File: src/hw/rtl/ebtng_pkg.sv
// ----------------------------------------------------------------------------
// ebtng_pkg
// Shared types, widths and register codes for the event batch trigger.
// ----------------------------------------------------------------------------
`timescale 1ns / 1ps

package ebtng_pkg;

    // field widths
    localparam int TS_W       = 48;
    localparam int CNT_W      = 32;
    localparam int PERIOD_W   = 32;
    localparam int WIN_W      = 13;
    localparam int RATE_W     = 30;
    localparam int SPAN_W     = 32;
    localparam int CFG_IDX_W  = 3;
    localparam int CFG_DATA_W = 32;

    // rate compare: window * 1e6 against rate * span
    localparam int US_PER_S   = 1000000;
    localparam int LHS_W      = WIN_W + 20;
    localparam int PROD_W     = RATE_W + SPAN_W;

    // parameter defaults
    localparam int RING_DEPTH_DEF  = 4096;
    localparam int QUEUE_DEPTH_DEF = 4;

    // register reset values
    localparam logic [PERIOD_W-1:0] PERIOD_RST     = PERIOD_W'(10000);
    localparam logic [CNT_W-1:0]    MIN_EVENTS_RST = CNT_W'(1000);
    localparam logic [WIN_W-1:0]    WINDOW_RST     = WIN_W'(100);
    localparam logic [RATE_W-1:0]   RATE_RST       = '0;

    // register indexes
    typedef enum logic [CFG_IDX_W-1:0] {
        CFG_MODE       = 3'd0,
        CFG_PERIOD     = 3'd1,
        CFG_MIN_EVENTS = 3'd2,
        CFG_WINDOW     = 3'd3,
        CFG_RATE       = 3'd4
    } cfg_reg_t;

    typedef enum logic {
        MODE_TIME  = 1'b0,
        MODE_COUNT = 1'b1
    } acc_mode_t;

    typedef struct packed {
        acc_mode_t           mode;
        logic [PERIOD_W-1:0] period_us;
        logic [CNT_W-1:0]    min_new_events;
        logic [WIN_W-1:0]    noise_window;
        logic [RATE_W-1:0]   noise_rate_per_s;
    } cfg_t;

    // one batch-end record passed from front to back
    typedef struct packed {
        logic            fire;
        logic            form_rate;
        logic [TS_W-1:0] frame_time;
        logic [TS_W-1:0] old_time;
    } rec_t;

endpackage

File: src/hw/rtl/ebtng_queue.sv
// ----------------------------------------------------------------------------
// ebtng_queue
// Short register queue of batch-end records between front and back.
// ----------------------------------------------------------------------------
`timescale 1ns / 1ps

module ebtng_queue #(
    parameter int DEPTH = ebtng_pkg::QUEUE_DEPTH_DEF
) (
    input  logic                       clk,
    input  logic                       rst_n,
    input  logic                       push,
    input  ebtng_pkg::rec_t            push_data,
    input  logic                       pop,
    output ebtng_pkg::rec_t            head,
    output logic                       not_empty,
    output logic [$clog2(DEPTH+1)-1:0] count
);

    localparam int PW = $clog2(DEPTH);
    localparam int CW = $clog2(DEPTH + 1);

    ebtng_pkg::rec_t slot_reg [DEPTH];
    logic [PW-1:0]   wr_ptr_reg, wr_ptr_next;
    logic [PW-1:0]   rd_ptr_reg, rd_ptr_next;
    logic [CW-1:0]   count_reg, count_next;

    // pointer and fill bookkeeping
    always_comb
    begin
        wr_ptr_next = wr_ptr_reg;
        rd_ptr_next = rd_ptr_reg;
        count_next  = count_reg;
        if (push)
        begin
            wr_ptr_next = (wr_ptr_reg == PW'(DEPTH - 1)) ? '0 : wr_ptr_reg + PW'(1);
        end
        if (pop)
        begin
            rd_ptr_next = (rd_ptr_reg == PW'(DEPTH - 1)) ? '0 : rd_ptr_reg + PW'(1);
        end
        if (push && !pop)
        begin
            count_next = count_reg + CW'(1);
        end
        else if (!push && pop)
        begin
            count_next = count_reg - CW'(1);
        end
    end

    always_ff @(posedge clk or negedge rst_n)
    begin
        if (!rst_n)
        begin
            wr_ptr_reg <= '0;
            rd_ptr_reg <= '0;
            count_reg  <= '0;
        end
        else
        begin
            wr_ptr_reg <= wr_ptr_next;
            rd_ptr_reg <= rd_ptr_next;
            count_reg  <= count_next;
        end
    end

    // record storage
    always_ff @(posedge clk)
    begin
        if (push)
        begin
            slot_reg[wr_ptr_reg] <= push_data;
        end
    end

    assign head      = slot_reg[rd_ptr_reg];
    assign not_empty = (count_reg != '0);
    assign count     = count_reg;

`ifndef SYNTH
    // front must hold back once every slot is taken
    a_no_overflow: assert property (@(posedge clk) disable iff (!rst_n)
        (count_reg == CW'(DEPTH)) |-> (!push || pop))
        else $error("queue push while full");

    // back only pops a record that is there
    a_no_underflow: assert property (@(posedge clk) disable iff (!rst_n)
        pop |-> (count_reg != '0))
        else $error("queue pop while empty");

    // fill level stays within the storage
    a_count_bound: assert property (@(posedge clk) disable iff (!rst_n)
        count_reg <= CW'(DEPTH))
        else $error("queue count out of range");
`endif

endmodule

File: config.mk
export PLATFORM = sky130hd
export DESIGN_NAME = ebtng_queue
export DESIGN_NICKNAME = d
export VERILOG_FILES = /design/src/hw/rtl/ebtng_pkg.sv /design/src/hw/rtl/ebtng_queue.sv
export SDC_FILE = /design/constraint.sdc
export NUM_CORES = 1
export LEC_CHECK = 0
export BUFFER_PORTS_ARGS = -buffer_cell sky130_fd_sc_hd__buf_2
export CAP_MARGIN = 20
export CORE_MARGIN = 1.5
export CORE_UTILIZATION = 25
export CTS_BUF_LIST = sky130_fd_sc_hd__clkbuf_16
export DETAILED_ROUTE_END_ITERATION = 7
export GPL_TIMING_DRIVEN = 0
export PLACE_DENSITY_LB_ADDON = 0.3
export SLEW_MARGIN = 0
export SYNTH_ARGS = -nofsm -noshare
export SYNTH_HDL_FRONTEND = slang
export SYNTH_SLANG_ARGS = --single-unit
File: constraint.sdc
create_clock -name clk -period 4.25 [get_ports clk]
set_input_delay 0.85 -clock clk [delete_from_list [all_inputs] [get_ports clk]]
set_output_delay 0.85 -clock clk [all_outputs]
set_load 0.005 [all_outputs]
=== After elaboration in Yosys (flattened, before gate mapping) ===
Memories as Yosys holds them, arrays and structs flattened.
Cells that the tools add are included.

* Equal/unequal tests: 2
* Reduce and logical (&&, ||, !) cells: 6
* Add/subtract/negate cells: 4
* Multiplexer cells: 6

{| class="wikitable"
|+ Operators by type and width
! cell !! count
|-
| $mux 3 || 2
|-
| $add 2x1->2 const B || 2
|-
| $eq 2x2->1 const B || 2
|-
| $mux 2 || 2
|-
| $add 3x1->3 const B || 1
|-
| $reduce_bool 3->1 || 1
|-
| $sub 3x1->3 const B || 1
|-
| $logic_and 1x1->1 || 2
|-
| $logic_not 1->1 || 2
|-
| $mux 1 || 2
|-
| $reduce_bool 2->1 || 1
|}

* Bits of input ports: 102
* Memories: 1
* Output and inout bits: 102
* Memory bits (writable): 392
* Register bits: 7

{| class="wikitable"
|+ Memories
! name !! words !! bits a word !! read ports !! clocked after Yosys merged registers in !! write ports !! line !! text
|-
| slot_reg || 4 || 98 || 1 || 0 || 1 || ebtng_queue.sv:23 || <nowiki>ebtng_pkg::rec_t slot_reg [DEPTH];</nowiki>
|}

=== Logic depth before layout (Yosys ltp) ===
* Word-level depth: 4
* Depth in mapped cells: 7
* Depth with buffers taken out: 7

=== Least setup slack after synthesis ===
No wires, ideal clock.

* Kind: input to register
* Start: input port push
* End: memory slot_reg[2][0] (netlist name), enable pin
* Slack: 668 ps
* Stages: 1
* Data arrival time: 3114 ps
* Library setup time: 468 ps
* Path through: and2_1

* Cells in the longest elaborated chain, start to end: 2

{| class="wikitable"
|+ Ends and longest elaborated chain
! what !! line !! text
|-
| start, declared || ebtng_queue.sv:12 || <nowiki>input logic push,</nowiki>
|-
| $mux 1 || ebtng_queue.sv:71 || <nowiki>if (push)</nowiki>
|-
| $mux 1 (not written as such) || ebtng_queue.sv:73 || <nowiki>slot_reg[wr_ptr_reg] <= push_data;</nowiki>
|-
| end, declared || ebtng_queue.sv:23 ||
|}

No other way between the ends.

==> impl_metrics.py <==
metrics = {
    "global_route": {
        "first_global_vias": 7236,
        "antenna_found_initial": 3,
        "grt_pass1_wl_um": 46600,
        "grt_overflow_total": 0,
        "grt_max_degree": 48,
        "grt_use_total_pct": 10.6,
    },
    "cts": {
        "cts_setup_buffers": 0,
        "cts_resized": 0,
        "cts_hold_buffers": 0,
        "insertion_delay_ps": 570,
        "cts_tree": "done",
        "cts.clk_slew.worst_paths_ps": 60,
        "clockBufferDepth": 3,
        "numCtsBuffers": 45,
        "h-tree-depth": 2,
        "root_buffer": "clkbuf_16",
        "cts.sinks": 399,
    },
    "floorplanning": {
        "dieArea_mm2": 0.0601,
        "start_util_pct": 25.3,
        "rows": 88,
        "coreArea_mm2": 0.0578,
        "io_pins": 204,
        "die_w_um": 245,
        "die_height_um": 245,
    },
    "routing": {
        "routed_wl_um": 31500,
        "wire_per_inst_um": 19.6,
        "drt_iter0_markers": 192,
        "antenna_left": 0,
        "viasPerCell": 4.08,
        "drtPass1Iterations": 4,
        "vias": 6562,
        "post-route-drc-count": 0,
    },
    "sta": {
        "fmax_mhz": 310,
        "setup_viol_count_final": 0,
        "finalMaxSlewViolations": 0,
        "worst_pin_slew_ps": 571,
        "hold_violations": 0,
        "finalCriticalPeriod_ps": 3220,
        "rsz0062_at_grt": "no",
        "fin_worst_skew_ps": 18.7,
        "fin_crit_sh_pct": 75.8,
        "relSlewSlack_pct": 61.9,
        "hold_ws_ps": 123,
        "fin_tns_setup_ps": 0,
    },
    "power_and_ir_drop": {
        "peakVddDrop_mv": 0.299,
        "p_per_area_mw_per_mm2": 668,
        "p_total_mw": 12.2,
        "power_leakage_nw": 6.16,
    },
    "synthesis": {
        "synth_cell_types": 19,
        "synth-seq-cells": 399,
        "syn_inst": 548,
        "ys_warn_count": 0,
        "ys_seq_area_share_pct": 81.6,
        "synth_area_per_cell_um2": 26.7,
        "syn_nets": 657,
        "syn-cell-area_mm2": 0.0146,
    },
    "cells_and_area": {
        "finalNetCount": 915,
        "seq_area_mm2": 0.0119,
        "nFillCells": 5614,
        "multi_input_area_mm2": 0.00243,
        "final_layout_size_suffix_gt1_share_pct": 47.1,
        "final_util_pct": 31.5,
        "largest_reg_flops": 392,
        "n_antenna_cell": 0,
        "syn2layout_area_growth_pct": 24.2,
        "final_area_mm2": 0.0182,
    },
    "critical_path": {
        "reg2regPathDepth": 5,
        "rrSetupSlack_ps": 2140,
        "cp.required_ps": 3400,
        "cp_max_fo": 10,
        "r2r-start": "wr_ptr_reg[0]",
        "crit_arrival_ps": 2370,
        "crit_path_start_kind": "register",
        "timing_worst_setup_path_type": "register to primary output",
        "reg2reg_to": "slot_reg[0][33]",
        "cp-end-kind": "primary output",
    },
    "place": {
        "dp_hpwl_um": 19500,
        "port_buffers": 203,
        "place.gp.congestion": 0.658,
        "placed_cell_area_mm2": 0.0168,
    },
    "status": {
        "status": "finished clean",
    },
    "job": {
        "max_cap_viol_count": 0,
    },
    "min_path": {
        "min_path_type": "primary input to asynchronous set/reset pin",
    },
}
metrics by stage:
stage | std cells | worst slack, ps
4_1_cts | 1607 | 856
3_5_place_dp | 1524 | 1490
6_report | 1607 | 1030
5_1_grt | 1607 | 791
3_3_place_gp | 1516 | -1950
2_1_floorplan | 548 | 668
kinds of logic (layout without fill, tap and decap cells):
| group | after synthesis | after routing | share of synthesized area, % |
|---|---|---|---|
| DFF | 399 | 399 | 81.6 |
| muxes | 101 | 101 | 15.3 |
| buffers and inverters | 26 | 320 | 1.90 |
| and+or+nand+nor | 10 | 10 | 0.342 |
| adders and majority gates | 7 | 7 | 0.649 |
| xor gates and xnor gates | 3 | 3 | 0.179 |
| AOI/OAI and AO/OA | 2 | 2 | 0.0683 |
how the worst max path moves through the flow:
stage	start	to	slack [ps]	cells after the start
3_5_place_dp	rd_ptr_reg[1]	head[78]	1490	5
4_1_cts	rd_ptr_reg[1]	head[78]	860	5
5_1_grt	rd_ptr_reg[1]	head[78]	790	5
3_3_place_gp	push	slot_reg[1][33]	-1950	2
6_report	rd_ptr_reg[1]	head[75]	1030	5
2_1_floorplan	push	slot_reg[2][0]	670	1
placed cells by master (no fill, tap or decap), drive strengths merged, types with 4 or more instances in the layout:
cell type / n
and2: 4
buf: 233
clkbuf: 45
clkinv: 18
dfrtp: 7
edfxtp: 392
ha: 6
inv: 20
mux4: 98
cell type report:
| type | instances | area share [%] |
|---|---|---|
| buffer | 22 | 1.45 |
| clock buffer | 45 | 6.19 |
| clock inverter | 38 | 1.24 |
| multi-input combinational | 123 | 13.4 |
| timing repair buffer | 211 | 6.75 |
| inverter | 4 | 0.0825 |
| tap | 765 | 5.26 |
| sequential | 399 | 65.7 |
layer usage:
layer | vias up | share of wire, % | GRT usage, %
li1 | 2900 | - | -
met1 | 3435 | 43 | 13.5
met2 | 165 | 48 | 17.1
met3 | 58 | 6.5 | 3.47
met4 | 4 | 2.3 | 3.27
met5 | - | 0.086 | 0
power by group:
part / leakage, nW / internal, mW / total (mW) / switching, mW
Combinational: 1.77 / 1.72 / 3.48 / 1.75
Sequential: 3.68 / 5.04 / 5.17 / 0.134
Clock: 0.706 / 1.99 / 3.51 / 1.52
Total: 6.16 / 8.75 / 12.2 / 3.41
cells in the mapped netlist (all sizes together):
library cell  count  share of area, %
and2              4              0.17
buf              22               1.8
dfrtp             7               1.2
edfxtp          392                80
fa                1              0.14
ha                6              0.51
inv               4              0.10
mux2              3              0.23
mux4             98                15
nand2             2             0.051
nor2              3             0.077
o21ai             2             0.068
or3               1             0.043
xnor2             1             0.060
xor2              2              0.12
worst max-delay path, cell delays in order, from the launching register on:
cell,delay (ps)
dfrtp_1,340
buf_2,320
buf_2,360
buf_4,290
mux4_2,340
buf_2,150
Note: power is estimated with default switching activity, not from simulation.
