$ cat src/hw/rtl/ebtng_pkg.sv
// ----------------------------------------------------------------------------
// ebtng_pkg
// Shared types, widths and register codes for the event batch trigger.
// ----------------------------------------------------------------------------
`timescale 1ns / 1ps

package ebtng_pkg;

    // field widths
    localparam int TS_W       = 48;
    localparam int CNT_W      = 32;
    localparam int PERIOD_W   = 32;
    localparam int WIN_W      = 13;
    localparam int RATE_W     = 30;
    localparam int SPAN_W     = 32;
    localparam int CFG_IDX_W  = 3;
    localparam int CFG_DATA_W = 32;

    // rate compare: window * 1e6 against rate * span
    localparam int US_PER_S   = 1000000;
    localparam int LHS_W      = WIN_W + 20;
    localparam int PROD_W     = RATE_W + SPAN_W;

    // parameter defaults
    localparam int RING_DEPTH_DEF  = 4096;
    localparam int QUEUE_DEPTH_DEF = 4;

    // register reset values
    localparam logic [PERIOD_W-1:0] PERIOD_RST     = PERIOD_W'(10000);
    localparam logic [CNT_W-1:0]    MIN_EVENTS_RST = CNT_W'(1000);
    localparam logic [WIN_W-1:0]    WINDOW_RST     = WIN_W'(100);
    localparam logic [RATE_W-1:0]   RATE_RST       = '0;

    // register indexes
    typedef enum logic [CFG_IDX_W-1:0] {
        CFG_MODE       = 3'd0,
        CFG_PERIOD     = 3'd1,
        CFG_MIN_EVENTS = 3'd2,
        CFG_WINDOW     = 3'd3,
        CFG_RATE       = 3'd4
    } cfg_reg_t;

    typedef enum logic {
        MODE_TIME  = 1'b0,
        MODE_COUNT = 1'b1
    } acc_mode_t;

    typedef struct packed {
        acc_mode_t           mode;
        logic [PERIOD_W-1:0] period_us;
        logic [CNT_W-1:0]    min_new_events;
        logic [WIN_W-1:0]    noise_window;
        logic [RATE_W-1:0]   noise_rate_per_s;
    } cfg_t;

    // one batch-end record passed from front to back
    typedef struct packed {
        logic            fire;
        logic            form_rate;
        logic [TS_W-1:0] frame_time;
        logic [TS_W-1:0] old_time;
    } rec_t;

endpackage

$ cat src/hw/rtl/ebtng_back.sv
// ----------------------------------------------------------------------------
// ebtng_back
// Rate gate pipeline: span, products, compare and output register.
// ----------------------------------------------------------------------------
`timescale 1ns / 1ps

module ebtng_back (
    input  logic                       clk,
    input  logic                       rst_n,
    input  ebtng_pkg::cfg_t            cfg,
    input  logic                       q_valid,
    input  ebtng_pkg::rec_t            head,
    output logic                       pop,
    output logic                       out_valid,
    input  logic                       out_ready,
    output logic                       batch_ready,
    output logic                       rate_ok,
    output logic [ebtng_pkg::TS_W-1:0] frame_time_us
);

    localparam int TS_W   = ebtng_pkg::TS_W;
    localparam int SPAN_W = ebtng_pkg::SPAN_W;
    localparam int LHS_W  = ebtng_pkg::LHS_W;
    localparam int PROD_W = ebtng_pkg::PROD_W;

    logic              b1_valid_reg;
    logic              b1_fire_reg;
    logic [TS_W-1:0]   b1_time_reg;
    logic [SPAN_W-1:0] b1_span_reg, span_next;

    logic              b2_valid_reg;
    logic              b2_fire_reg;
    logic [TS_W-1:0]   b2_time_reg;
    logic              b2_zero_reg;
    logic [LHS_W-1:0]  b2_lhs_reg, lhs_next;
    logic [PROD_W-1:0] b2_prod_reg, prod_next;

    logic              out_valid_reg;
    logic              out_fire_reg;
    logic              out_rate_ok_reg, rate_ok_next;
    logic [TS_W-1:0]   out_time_reg;

    logic              out_en;
    logic              b2_en;
    logic              b1_en;
    logic [TS_W-1:0]   span_full;

    // stage enables, each stage moves when the next one has room
    assign out_en = !out_valid_reg || out_ready;
    assign b2_en  = !b2_valid_reg || out_en;
    assign b1_en  = !b1_valid_reg || b2_en;
    assign pop    = q_valid && b1_en;

    // span from the oldest window entry, saturated to 32 bits
    always_comb
    begin
        span_full = head.frame_time - head.old_time;
        if (!head.form_rate || (head.frame_time <= head.old_time))
        begin
            span_next = '0;
        end
        else if (span_full[TS_W-1:SPAN_W] != '0)
        begin
            span_next = '1;
        end
        else
        begin
            span_next = span_full[SPAN_W-1:0];
        end
    end

    // both sides of the rate compare
    assign lhs_next  = LHS_W'(cfg.noise_window) * LHS_W'(ebtng_pkg::US_PER_S);
    assign prod_next = PROD_W'(cfg.noise_rate_per_s) * PROD_W'(b1_span_reg);

    // final compare; zero span counts as zero rate
    assign rate_ok_next = b2_zero_reg ? (cfg.noise_rate_per_s == '0)
                                      : (PROD_W'(b2_lhs_reg) >= b2_prod_reg);

    always_ff @(posedge clk or negedge rst_n)
    begin
        if (!rst_n)
        begin
            b1_valid_reg  <= 1'b0;
            b2_valid_reg  <= 1'b0;
            out_valid_reg <= 1'b0;
        end
        else
        begin
            if (b1_en)
            begin
                b1_valid_reg <= pop;
            end
            if (b2_en)
            begin
                b2_valid_reg <= b1_valid_reg;
            end
            if (out_en)
            begin
                out_valid_reg <= b2_valid_reg;
            end
        end
    end

    // stage payloads
    always_ff @(posedge clk)
    begin
        if (pop)
        begin
            b1_fire_reg <= head.fire;
            b1_time_reg <= head.frame_time;
            b1_span_reg <= span_next;
        end
        if (b2_en && b1_valid_reg)
        begin
            b2_fire_reg <= b1_fire_reg;
            b2_time_reg <= b1_time_reg;
            b2_zero_reg <= (b1_span_reg == '0);
            b2_lhs_reg  <= lhs_next;
            b2_prod_reg <= prod_next;
        end
        if (out_en && b2_valid_reg)
        begin
            out_fire_reg    <= b2_fire_reg;
            out_rate_ok_reg <= rate_ok_next;
            out_time_reg    <= b2_time_reg;
        end
    end

    assign out_valid     = out_valid_reg;
    assign batch_ready   = out_fire_reg;
    assign rate_ok       = out_rate_ok_reg;
    assign frame_time_us = out_time_reg;

endmodule

$ cat config.mk
export PLATFORM = sky130hd
export DESIGN_NAME = ebtng_back
export DESIGN_NICKNAME = d
export VERILOG_FILES = /design/src/hw/rtl/ebtng_pkg.sv /design/src/hw/rtl/ebtng_back.sv
export SDC_FILE = /design/constraint.sdc
export NUM_CORES = 2
export LEC_CHECK = 0
export ABC_AREA = 1
export ABC_CLOCK_PERIOD_IN_PS = 6700
export BUFFER_PORTS_ARGS = -buffer_cell sky130_fd_sc_hd__buf_2
export CAP_MARGIN = 25
export CORE_MARGIN = 3
export CORE_UTILIZATION = 55
export DETAILED_ROUTE_END_ITERATION = 16
export GPL_ROUTABILITY_DRIVEN = 0
export PLACE_DENSITY = 0.76
export SYNTH_ARGS = -nofsm -noshare
export SYNTH_HDL_FRONTEND = slang
export SYNTH_SLANG_ARGS = --single-unit
export TNS_END_PERCENT = 20
$ cat constraint.sdc
create_clock -name clk -period 6.7 [get_ports clk]
set_input_delay 1.005 -clock clk [delete_from_list [all_inputs] [get_ports clk]]
set_output_delay 1.005 -clock clk [all_outputs]
set_load 0.02 [all_outputs]
# Yosys cells after proc, flatten, opt, wreduce, memory -nomap -nowiden
# Index checks and enable logic that the tools add are counted.
totals:
  reg_bits: 273
  input_bits: 210
  output_inout_bits: 52
  wordCells: 35
op_classes:
  n_addsub: 1
  mul: 2
  magnitude_cmp: 2
  n_mux: 2
  n_reduce_logical: 14
op_table:
  columns: ["operator", "n"]
  rows:
  - ["$ge 33x62->1", 1]
  - ["$mul 30x32->62", 1]
  - ["$le 48x48->1", 1]
  - ["$sub 48x48->48", 1]
  - ["$logic_not 32->1", 1]
  - ["$mux 32", 1]
  - ["$logic_not 30->1", 1]
  - ["$mul 13x14->27 const B", 1]
  - ["$reduce_bool 16->1", 1]
  - ["$logic_not 1->1", 4]
  - ["$logic_or 1x1->1", 4]
  - ["$logic_and 1x1->1", 3]
  - ["$mux 1", 1]

# Depth between registers and ports, before layout
depth:
  depth_word: 5
  mapped_depth: 34

# Worst setup path before layout
# Ideal clock, no wire load.
synth_timing:
  path_kind: "input to register"
  from: "in cfg[4] (netlist name)"
  to: "reg b2_prod_reg[37], data pin"
  setup_ns: 0.262
  arrival_time_ns: 7.210
  required_time_ns: 6.438
  slack_ns: -0.773
  stages: 27
  path_buffers: 2
  path_cell_list: "clkbuf_1 -> clkbuf_1 -> nand2_1 -> inv_1 -> fa_1 -> fa_1 -> fa_1 -> inv_1 -> fa_1 -> inv_1 -> fa_1 -> inv_1 -> fa_1 -> inv_1 -> fa_1 -> inv_1 -> fa_1 -> inv_1 -> ha_1 -> a21o_1 -> a31oi_1 -> nor2_1 -> nor2_1 -> a21boi_0 -> o21ai_0 -> a21oi_1 -> xor2_1"
synth_via:
  elab_chain_len: 1
synth_rtl:
  columns: ["item", "line_no", "source"]
  rows:
  - ["start, declared", "ebtng_back.sv:10", "input ebtng_pkg::cfg_t cfg,"]
  - ["$mul 30x32->62", "ebtng_back.sv:74", "assign prod_next = PROD_W'(cfg.noise_rate_per_s) * PROD_W'(b1_span_reg);"]
  - ["via prod_next[37]", "ebtng_back.sv:36", "logic [PROD_W-1:0] b2_prod_reg, prod_next;"]
  - ["end signal, assigned", "ebtng_back.sv:120", "b2_prod_reg <= prod_next;"]
  - ["end, declared", "ebtng_back.sv:36", null]
# The timed path passes the listed nets, and every way through them passes these cells.
# A chain may end at the register's enable or synchronous reset.

# Worst setup path in the final report
layout_timing:
  from: "reg b1_span_reg[12]"
  to: "reg b2_prod_reg[33], data pin"
layout_via:
  elab_chain_len: 1
layout_rtl:
  columns: ["item", "line_no", "source"]
  rows:
  - ["start, declared", "ebtng_back.sv:29", "logic [SPAN_W-1:0] b1_span_reg, span_next;"]
  - ["start signal, assigned", "ebtng_back.sv:112", "b1_span_reg <= span_next;"]
  - ["$mul 30x32->62", "ebtng_back.sv:74", null]
  - ["via prod_next[33]", "ebtng_back.sv:36", null]
# The timed path passes the listed nets, and every way through them passes these cells.

==> flow_summary.yaml <==
hold_path:
  hold_class: "primary input to asynchronous set/reset pin"
layout:
  instances_no_fill: 7695
  fin_nets: 8007
  fillers: 7034
  drive_gt1_frac: 0.144
  largest_reg_flops: 62
  area_growth_pct: 15.5
global_routing:
  grt_max_degree: 83
  grt_pass1_wl_mm: 213
  grt_pass1_vias: 42000
  antenna_found_initial: 4
  overflow: 0
  grt_util_all_layers: 0.284
flow_run:
  drv_cap: 0
floorplan:
  core_area_um2: 88800
  io_pins: 262
  rows: 109
  chipWidth_um: 306
  initial_core_util: 0.558
  die_h_um: 306
  die_area_um2: 93700
critical_path:
  arrival_ps: 7400
  path_delay_family: "adder cells"
  reg2reg_from: "b1_span_reg[12]$_SDFFCE_PP0P_"
  cpPeakStageDelay_ps: 530
  crit_top_cell: "fa_1"
  crit_path_start: "b1_span_reg[12]$_SDFFCE_PP0P_"
  crit_required_ps: 7030
  cpMaxStageDelayCell: "fa_1"
  cp-start-kind: "flip-flop"
  cp-end-kind: "flip-flop"
  worstSetupPathType: "flip-flop to flip-flop"
  critical_path_buf_inv_count: 10
  cp_max_fo: 6
sta:
  post-route-min-period_ps: 7070
  maxSlewViolCount: 0
  worst-slew-pin-transition_ps: 970
  hold_viol_final: 0
  fin_ws_ps: -374
  fmax_ghz: 0.141
  period_share: 1.06
  setup_viol: 40
  slew_headroom: 0.353
  rsz0062_at_grt: "yes"
  clock_skew_ps: 30.3
run_status:
  outcome: "finished with violations"
  violations: "negative setup slack"
yosys:
  netlist_area_um2: 49500
  synth-edff-count: 270
  syn-instance-count: 6075
  synth-seq-area-share: 0.165
  synth_fp_nets: 7575
  ys_async_sr_fraction: 0.0110
  synth_warnings: 0
  ys_ff_latch: 273
  synth_top_cell_by_area: "fa_1"
  synth-main-ff-cell: "edfxtp_1"
  yosys-top-cells-area: "fa_1 35%, edfxtp_1 16%, inv_1 15%, nand2_1 12%, ha_1 10%"
  yosysUniqueCellTypes: 47
  yosys.area.top_type_share: 0.355
  yosys.cell_count.top_type: "inv_1"
  synth_top_cells_by_count: "1926 x inv_1, 1536 x nand2_1, 878 x fa_1, 412 x ha_1, 270 x edfxtp_1"
  syn_avg_cell_area_um2: 8.15
place:
  dpl.hpwl_mm: 108
  dp_cells: 7611
  io_buffers: 196
detailed_routing:
  wirelength_mm: 133
  dr_total_vias: 40000
  firstDrtPassIters: 8
  drtAntennaViolNets: 0
  drc: 0
  vias_per_cell: 5.20
  drt_iter0_drc: 3287
  wl_per_cell_um: 17.3
clock_network:
  tritoncts: "yes"
  tritoncts.num_buffers: 25
  htreeDepth: 1
  cts.path.max_buffers: 3
  cts_root_buffer: "clkbuf_16"
  hold_buffers: 0
  worst_skew_pair.late_latency_ps: 580
  clkTransAtPathRegs_ps: 80
  cts.sinks: 273
## cells by family after synthesis
group	share of synthesized area
adders and majority gates	0.459
DFF	0.165
AOI/OAI and AO/OA	0.0322
buffers and inverters	0.165
and+or+nand+nor	0.159
xor gates and xnor gates	0.0196
## routing by layer
metal | GRT usage | part of all wire | routed length, µm | vias to the layer above
met4 | 0.122 | 0.058 | 7760 | 2
met5 | 0 | 0.000083 | 11 | -
met1 | 0.365 | 0.38 | 50200 | 19600
met3 | 0.0362 | 0.079 | 10500 | 466
li1 | - | - | - | 18300
met2 | 0.486 | 0.49 | 64600 | 1726
## layout by cell type, fill, tap and decap left out, drive strengths merged, types with 2 or more instances in the layout
cell and instances:
clkinv 15, and3 5, a21oi 139, or2 2, a21boi 9, inv 1934, dfrtp 3, buf 623
o21bai 16, o21ai 62, nand2 1555, nand4 23, nand3b 8, xor2 57, edfxtp 270, and2 10
ha 412, xnor2 54, a31oi 28, clkinvlp 2, fa 878, clkbuf 36, a21o 16, o21a 2
nor2 203, o31ai 2, nand3 108, nor4 26, nor3 18, o2111ai 4, diode 4
## path summary, 6_finish.rpt
check | endpoint | slack, ps | cells after the start
max in group asynchronous | b1_valid_reg$_DFFE_PN0N_ | 6370 | 1
worst min-delay path | out_valid$_DFFE_PN0P_ | 220 | 1
worst min register to register | b2_time_reg[20]$_DFFE_PP_ | 410 | 0
min in group clk | b2_time_reg[20]$_DFFE_PP_ | 410 | 0
worst max register to register | b2_prod_reg[33]$_DFFE_PP_ | -370 | 29
worst max-delay path | b2_prod_reg[33]$_DFFE_PP_ | -370 | 29
## repair_timing
action,4_1_cts,5_1_grt
endpoints found under the setup margin,44,44
setup buffers,6,23
gates resized for setup,113,167
cloned,0,4
pin swaps,30,71
## worst register-to-register path, delay by kind of cell (launching register included)
family,cells,cell delay (ps)
adder cells (fa/ha/maj),9,4220
buffers and inverters,10,1020
AND/OR/NAND/NOR,8,830
flip-flops,1,410
AO/OA/AOI/OAI,2,370
## cell type report
class                   count  area (µm²)  area share
diodes                      4        10.0    0.000175
clock buffers              29         641      0.0112
clock inverters            17         139     0.00243
inverters                1935        7270       0.127
multi-input cells        3642       34300       0.600
flip-flops and latches    273        8180       0.143
well taps                1165        1460      0.0255
repair buffers            630        5210      0.0910
## through the flow
| step | area (µm²) | hold WS (ps) | setup TNS [ps] | util | setup slack, ps |
|---|---|---|---|---|---|
| 2_1_floorplan | 50200 | 400 | -9920 | - | -404 |
| 3_3_place_gp | 55000 | 401 | -37380 | 0.620 | -1090 |
| 3_5_place_dp | 55100 | 405 | -41850 | 0.620 | -1230 |
| 4_1_cts | 56300 | 204 | -3150 | 0.634 | -264 |
| 5_1_grt | 57200 | 211 | -15180 | 0.644 | -556 |
| 6_report | 57200 | 223 | -7750 | 0.644 | -374 |
Power is not shown: default switching activity piles up to over one toggle a cycle in this logic, so the estimate is an artifact.
